===== config.mk =====
export PLATFORM = sky130hd
export DESIGN_NAME = amx_queue
export DESIGN_NICKNAME = d
export VERILOG_FILES = /design/src/hdl/affine_matrix_inverse_top_assert.svh /design/src/hdl/amx_pkg.sv /design/src/hdl/amx_queue.sv
export SDC_FILE = /design/constraint.sdc
export NUM_CORES = 1
export LEC_CHECK = 0
export BUFFER_PORTS_ARGS = -buffer_cell sky130_fd_sc_hd__buf_2
export CELL_PAD_IN_SITES_DETAIL_PLACEMENT = 1
export CELL_PAD_IN_SITES_GLOBAL_PLACEMENT = 2
export CORE_AREA = 2 2 302 304
export CTS_BUF_LIST = sky130_fd_sc_hd__clkbuf_8 sky130_fd_sc_hd__clkbuf_16
export DETAILED_ROUTE_END_ITERATION = 8
export DIE_AREA = 0 0 304 306
export GPL_TIMING_DRIVEN = 0
export MAX_ROUTING_LAYER = met4
export PLACE_DENSITY_LB_ADDON = 0.2
export SLEW_MARGIN = 20
export SYNTH_ARGS = -nofsm -noshare
export SYNTH_HDL_FRONTEND = slang
export SYNTH_SLANG_ARGS = --single-unit
export TNS_END_PERCENT = 20

===== constraint.sdc =====
create_clock -name clock -period 16.55 [get_ports clock]
set_clock_uncertainty 0.15 [all_clocks]
set_input_delay 4.965 -clock clock [delete_from_list [all_inputs] [get_ports clock]]
set_output_delay 4.965 -clock clock [all_outputs]
set_load 0.005 [all_outputs]

===== src/hdl/affine_matrix_inverse_top_assert.svh =====
// ----------------------------------------------------------------------------
// Assertion macros
// Shared concurrent assertion forms, clocked on clock, disabled in reset.
// ----------------------------------------------------------------------------
`ifndef AFFINE_MATRIX_INVERSE_TOP_ASSERT_SVH
`define AFFINE_MATRIX_INVERSE_TOP_ASSERT_SVH

// same-cycle implication
`define AMX_ASSERT_IMP(label, cond, prop, msg) \
   label: assert property (@(posedge clock) disable iff (reset) (cond) |-> (prop)) \
      else $error(msg);

// next-cycle implication
`define AMX_ASSERT_NXT(label, cond, prop, msg) \
   label: assert property (@(posedge clock) disable iff (reset) (cond) |=> (prop)) \
      else $error(msg);

`endif


===== src/hdl/amx_pkg.sv =====
// ----------------------------------------------------------------------------
// amx_pkg
// Types, constants and the multiply-accumulate step program of the affine
// 3x4 matrix inverse.
// ----------------------------------------------------------------------------
package amx_pkg;

   localparam int unsigned FRAC_BITS_DEF = 16;
   localparam int unsigned ELEM_W        = 32;
   localparam int unsigned CF_W          = 65;
   localparam int unsigned CF_LO_W       = 33;
   localparam int unsigned ACC_W         = 98;
   localparam int unsigned PROD_W        = 66;
   localparam int unsigned Q_W           = 32;
   localparam int unsigned QUEUE_DEPTH   = 2;
   localparam int unsigned COF_STEPS     = 18;
   localparam int unsigned TERM_STEPS    = 6;
   localparam int unsigned NUM_STEPS     = 42;
   localparam int unsigned STEP_W        = 6;

   typedef struct packed {
      logic signed [ELEM_W-1:0] r0_c0;
      logic signed [ELEM_W-1:0] r0_c1;
      logic signed [ELEM_W-1:0] r0_c2;
      logic signed [ELEM_W-1:0] r0_c3;
      logic signed [ELEM_W-1:0] r1_c0;
      logic signed [ELEM_W-1:0] r1_c1;
      logic signed [ELEM_W-1:0] r1_c2;
      logic signed [ELEM_W-1:0] r1_c3;
      logic signed [ELEM_W-1:0] r2_c0;
      logic signed [ELEM_W-1:0] r2_c1;
      logic signed [ELEM_W-1:0] r2_c2;
      logic signed [ELEM_W-1:0] r2_c3;
   } req_type;

   typedef struct packed {
      logic [1:0]            row_index;
      logic signed [Q_W-1:0] col0;
      logic signed [Q_W-1:0] col1;
      logic signed [Q_W-1:0] col2;
      logic signed [Q_W-1:0] col3;
      logic                  singular;
      logic                  last_row;
   } rsp_type;

   typedef enum logic [1:0] {SRC_ELEM, SRC_CF_LO, SRC_CF_HI} src_type;
   typedef enum logic [1:0] {DST_NONE, DST_CF, DST_DET, DST_TSUM} dst_type;

   typedef struct packed {
      src_type    a_src;
      logic [3:0] a_idx;
      logic [3:0] b_idx;
      logic       hi;
      logic       sub;
      logic       first;
      dst_type    dst;
      logic [3:0] dst_idx;
   } uop_type;

   typedef enum logic [2:0] {
      BK_IDLE, BK_MAC, BK_DRAIN, BK_DIV_START, BK_DIV_WAIT, BK_ROW
   } back_state_type;

   typedef enum logic [1:0] {DV_IDLE, DV_CHECK, DV_ITER, DV_DONE} div_state_type;

   typedef struct packed {
      logic                    start;
      logic                    lin;
      logic signed [ACC_W-1:0] num;
      logic signed [ACC_W-1:0] den;
   } div_req_type;

   typedef struct packed {
      logic                  done;
      logic signed [Q_W-1:0] q;
   } div_rsp_type;

   // adjugate entry k = e[a]*e[b] - e[c]*e[d]
   localparam logic [3:0] COF_TAB [9][4] = '{
      '{4'd5, 4'd10, 4'd9, 4'd6}, '{4'd9, 4'd2, 4'd1, 4'd10}, '{4'd1, 4'd6, 4'd5, 4'd2},
      '{4'd8, 4'd6, 4'd4, 4'd10}, '{4'd0, 4'd10, 4'd8, 4'd2}, '{4'd4, 4'd2, 4'd0, 4'd6},
      '{4'd4, 4'd9, 4'd8, 4'd5}, '{4'd8, 4'd1, 4'd0, 4'd9}, '{4'd0, 4'd5, 4'd4, 4'd1}
   };

   // steps 0..17: adjugate; then determinant, then the three translation sums,
   // each as three adjugate*element terms split into low and high halves
   function automatic uop_type step_uop(input logic [STEP_W-1:0] s);
      uop_type             u;
      logic [STEP_W-1:0]   t;
      logic [2:0]          w;
      logic [1:0]          grp;
      logic [1:0]          k;
      logic [3:0]          ci;
      u = '0;
      t = '0;
      w = '0;
      grp = '0;
      if (s < STEP_W'(COF_STEPS)) begin
         ci = 4'(s >> 1);
         u.a_src = SRC_ELEM;
         if (s[0]) begin
            u.a_idx   = COF_TAB[ci][2];
            u.b_idx   = COF_TAB[ci][3];
            u.sub     = 1'b1;
            u.dst     = DST_CF;
            u.dst_idx = ci;
         end else begin
            u.a_idx = COF_TAB[ci][0];
            u.b_idx = COF_TAB[ci][1];
            u.first = 1'b1;
         end
      end else begin
         t = s - STEP_W'(COF_STEPS);
         priority if (t < STEP_W'(TERM_STEPS)) begin
            grp = 2'd0;
            w   = 3'(t);
         end else if (t < STEP_W'(2 * TERM_STEPS)) begin
            grp = 2'd1;
            w   = 3'(t - STEP_W'(TERM_STEPS));
         end else if (t < STEP_W'(3 * TERM_STEPS)) begin
            grp = 2'd2;
            w   = 3'(t - STEP_W'(2 * TERM_STEPS));
         end else begin
            grp = 2'd3;
            w   = 3'(t - STEP_W'(3 * TERM_STEPS));
         end
         k       = w[2:1];
         u.hi    = w[0];
         u.a_src = w[0] ? SRC_CF_HI : SRC_CF_LO;
         u.first = (w == 3'd0);
         if (grp == 2'd0) begin
            u.a_idx = 4'(k);
            u.b_idx = {k, 2'b00};
            u.dst   = (w == 3'(TERM_STEPS - 1)) ? DST_DET : DST_NONE;
         end else begin
            u.a_idx   = 4'(grp - 2'd1) * 4'd3 + 4'(k);
            u.b_idx   = {k, 2'b11};
            u.sub     = 1'b1;
            u.dst     = (w == 3'(TERM_STEPS - 1)) ? DST_TSUM : DST_NONE;
            u.dst_idx = 4'(grp - 2'd1);
         end
      end
      return u;
   endfunction

endpackage


===== src/hdl/amx_queue.sv =====
// ----------------------------------------------------------------------------
// amx_queue
// Front end: accepts matrix items and holds them until the back end is free.
// ----------------------------------------------------------------------------
module amx_queue (
   input  logic             clock,
   input  logic             reset,
   input  logic             in_valid,
   output logic             in_ready,
   input  amx_pkg::req_type in_data,
   output logic             out_valid,
   input  logic             out_ready,
   output amx_pkg::req_type out_data
);
   import amx_pkg::*;

   localparam int unsigned PTR_W = $clog2(QUEUE_DEPTH);
   localparam int unsigned CNT_W = $clog2(QUEUE_DEPTH + 1);

   req_type            mem_ff [QUEUE_DEPTH];
   logic [PTR_W-1:0]   wr_ptr_ff;
   logic [PTR_W-1:0]   rd_ptr_ff;
   logic [CNT_W-1:0]   cnt_ff;
   logic               push;
   logic               pop;

   assign in_ready  = (cnt_ff != CNT_W'(QUEUE_DEPTH));
   assign out_valid = (cnt_ff != '0);
   assign out_data  = mem_ff[rd_ptr_ff];
   assign push      = in_valid && in_ready;
   assign pop       = out_valid && out_ready;

   always_ff @(posedge clock) begin
      if (push) begin
         mem_ff[wr_ptr_ff] <= in_data;
      end
      if (reset) begin
         wr_ptr_ff <= '0;
         rd_ptr_ff <= '0;
         cnt_ff    <= '0;
      end else begin
         if (push) begin
            wr_ptr_ff <= wr_ptr_ff + 1'b1;
         end
         if (pop) begin
            rd_ptr_ff <= rd_ptr_ff + 1'b1;
         end
         if (push && !pop) begin
            cnt_ff <= cnt_ff + 1'b1;
         end else if (pop && !push) begin
            cnt_ff <= cnt_ff - 1'b1;
         end
      end
   end

endmodule


==> insert_results.sql <==
INSERT INTO impl_metrics (metric_group, metric, value, unit) VALUES
('power_and_ir_drop', 'power.static_leakage', '14.8', 'nW'),
('timing', 'fin_crit', '7160', 'ps'),
('yosys', 'top_post_synthesis_cells_by_area', 'edfxtp_1 (78%), mux2_4 (18%), buf_6 (1.1%), mux2_2 (0.92%), buf_8 (0.56%)', ''),
('yosys', 'synth_sequential_area_ratio', '78.5', '%'),
('power_and_ir_drop', 'seqPwrFrac', '42.8', '%'),
('drt', 'post_drt_via_cell_ratio', '4.41', ''),
('timing', 'rsz0062_at_grt', 'no', ''),
('yosys', 'synth_seq_cells', '773', ''),
('critical_path', 'worstReg2RegEnd', 'mem_ff[1][43]$_DFFE_PP_', ''),
('floorplan', 'die-height', '306', 'um'),
('place', 'placer_congestion_estimate', '0.754', ''),
('critical_path', 'timing.reg2reg.setup_slack', '13620', 'ps'),
('grt', 'first_pass_grt_wire_length', '109000', 'um'),
('power_and_ir_drop', 'total_power', '5.85', 'mW'),
('critical_path', 'crit-reg2reg-launch', 'cnt_ff[0]$_SDFFE_PP0P_', ''),
('power_and_ir_drop', 'p_sw', '1.55', 'mW'),
('timing', 'final.setup.worst_slack', '9390', 'ps'),
('run', 'drv.max_cap_violation_count', '0', ''),
('grt', 'antenna_found_initial', '35', ''),
('place', 'placed_cells', '3181', ''),
('cts', 'clock_tree_buffer_depth', '3', ''),
('yosys', 'syn_area_per_cell', '24.2', 'um2'),
('power_and_ir_drop', 'power.density_cell_area', '154', 'mW/mm2'),
('timing', 'hold_fails_final_rpt', '0', ''),
('timing', 'max_slew.worst_pin.slew', '567', 'ps'),
('timing', 'maxClockFrequency', '140', 'MHz'),
('drt', 'detail_route.wirelength', '76100', 'um'),
('power_and_ir_drop', 'p_sw_share', '26.5', '%'),
('drt', 'antenna_violating_nets_post_route', '0', ''),
('place', 'dp_slack', '9110', 'ps'),
('floorplan', 'ios', '774', ''),
('cells_and_area', 'area_growth', '28.7', '%'),
('timing', 'final-setup-viol-count', '0', ''),
('timing', 'worst_slew_margin_rel', '62.2', '%'),
('cells_and_area', 'final_net_count', '2483', ''),
('cts', 'number_of_buffers_inserted_during_clock_tree_synthesis', '87', ''),
('yosys', 'synth_cell_types', '21', ''),
('cts', 'tritoncts_clock_tree', 'done', ''),
('floorplan', 'chipWidth', '304', 'um'),
('grt', 'grt_pass1_vias', '16400', ''),
('critical_path', 'cp_data_required_time', '11430', 'ps'),
('place', 'place.detailed.hpwl', '55100', 'um'),
('drt', 'post_drt_wl_per_cell', '22.6', 'um'),
('grt', 'grt_overflow', '0', ''),
('grt', 'grt_util_all_layers', '16.5', '%'),
('drt', 'firstDrtPassIters', '4', ''),
('floorplan', 'rows', '110', ''),
('place', 'placement.io_buffers', '773', ''),
('floorplan', 'total_die_area', '0.0930', 'mm2'),
('power_and_ir_drop', 'share_clk_of_total_power', '30.9', '%'),
('cts', 'cts_hold_repair.buffers', '0', ''),
('cts', 'cts.repair.resized', '0', ''),
('outcome', 'status', 'finished clean', ''),
('cts', 'h-tree-depth', '3', ''),
('critical_path', 'worst_setup_path_endpoint', 'out_data[242]', ''),
('power_and_ir_drop', 'max-vdd-ir-drop', '0.0000783', 'V'),
('drt', 'num_vias', '14800', ''),
('power_and_ir_drop', 'internal_power', '4.30', 'mW'),
('worst_hold_path', 'hp-start', 'rd_ptr_ff$_SDFFE_PP0P_', ''),
('critical_path', 'timing.critical_path.arrival', '2050', 'ps'),
('worst_hold_path', 'holdPathStages', '2', ''),
('cells_and_area', 'mostFrequentLayoutCells', 'buf_2 (775), edfxtp_1 (768), mux2_4 (360), clkbuf_16 (89), buf_6 (28)', ''),
('drt', 'route.detailed.drc', '0', ''),
('cts', 'cts.repair_timing.setup_buffer_count', '0', ''),
('critical_path', 'criticalPathCategory', 'reg -> out', ''),
('yosys', 'synth.net_count', '1608', ''),
('critical_path', 'worstRegToRegCells', '6', ''),
('timing', 'final-max-slew-violation-count', '0', ''),
('cells_and_area', 'layout.cells.non_filler', '3365', ''),
('grt', 'largest_net_degree_at_the_start_of_global_routing', '96', ''),
('yosys', 'yosysWarningCount', '0', '');
## worst max-delay path, cell delays in order (launching register included)
cell and delay [ps]:
dfxtp_1 320, buf_6 190, buf_8 220, buf_8 190, mux2_4 300, buf_2 190
## synth_stat cells (all sizes together)
master / n
inv: 1
ha: 1
mux2: 384
and2: 1
buf: 43
dfxtp: 5
and3: 1
o21ai: 2
edfxtp: 768
nand2b: 1
or3: 1
nor2: 3
xor2: 3
a21bo: 1
a21oi: 2
or2: 1
nand3b: 1
## cells by family after synthesis
logic type	share of synthesized area, %
DFF	78.5
muxes	19.2
buffers and inverters	1.81
and+or+nand+nor	0.170
AOI/OAI and AO/OA	0.102
xor gates and xnor gates	0.0891
adders and majority gates	0.0424
## worst min-delay path by stage
stage	to	slack, ps
final	rd_ptr_ff$_SDFFE_PP0P_	360
after global routing	rd_ptr_ff$_SDFFE_PP0P_	400
after CTS	rd_ptr_ff$_SDFFE_PP0P_	370
after detailed placement	flop	350
after global placement	rd_ptr_ff$_SDFFE_PP0P_	340
after floorplan	cnt_ff[1]$_SDFFE_PP0P_	320
## area by class of cell
type / count / area (um2)
fillers: 8803 / 51700
clock buffers: 89 / 2230
well taps: 1176 / 1470
inverters: 1 / 11.3
plain buffers: 43 / 531
flip-flops and latches: 773 / 23200
repair buffers: 786 / 4230
diodes: 31 / 77.6
clock inverters: 64 / 439
multi-input cells: 402 / 5800
## metrics by stage
stage               setup TNS [ps]  utilization, %  hold slack, ps  area, um2
floorplan                        0               -             321      29500
global placement          -2152200            38.9             338      34800
detailed placement               0            39.3             348      35200
CTS                              0            42.3             368      37900
global route                     0            42.3             404      37900
finish                           0            42.4             364      37900
## sequential cells by signal, summed over array words and instances (netlist names), named ones only
| name | flops |
|---|---|
| mem_ff | 768 |
| wr_ptr_ff | 1 |
| rd_ptr_ff | 1 |
| cnt_ff | 2 |
## power by group through the flow
stage | Clock, mW | Sequential, mW | Combinational [mW]
after CTS | 1.87 | 2.50 | 1.59
after global routing | 1.94 | 2.52 | 1.64
after floorplan | 0 | 2.63 | 0.920
after global placement | 0 | 2.72 | 1.53
final | 1.81 | 2.50 | 1.54
after detailed placement | 0 | 2.54 | 1.58
## per-layer routing
metal	GRT usage, %	wire (um)	vias to the layer above
met3	6.38	6350	149
met1	16.0	26300	7449
met2	28.8	40400	543
met4	7.79	3020	0
met5	-	0	-
li1	-	-	6699
Power figures use the tool's default switching activity.
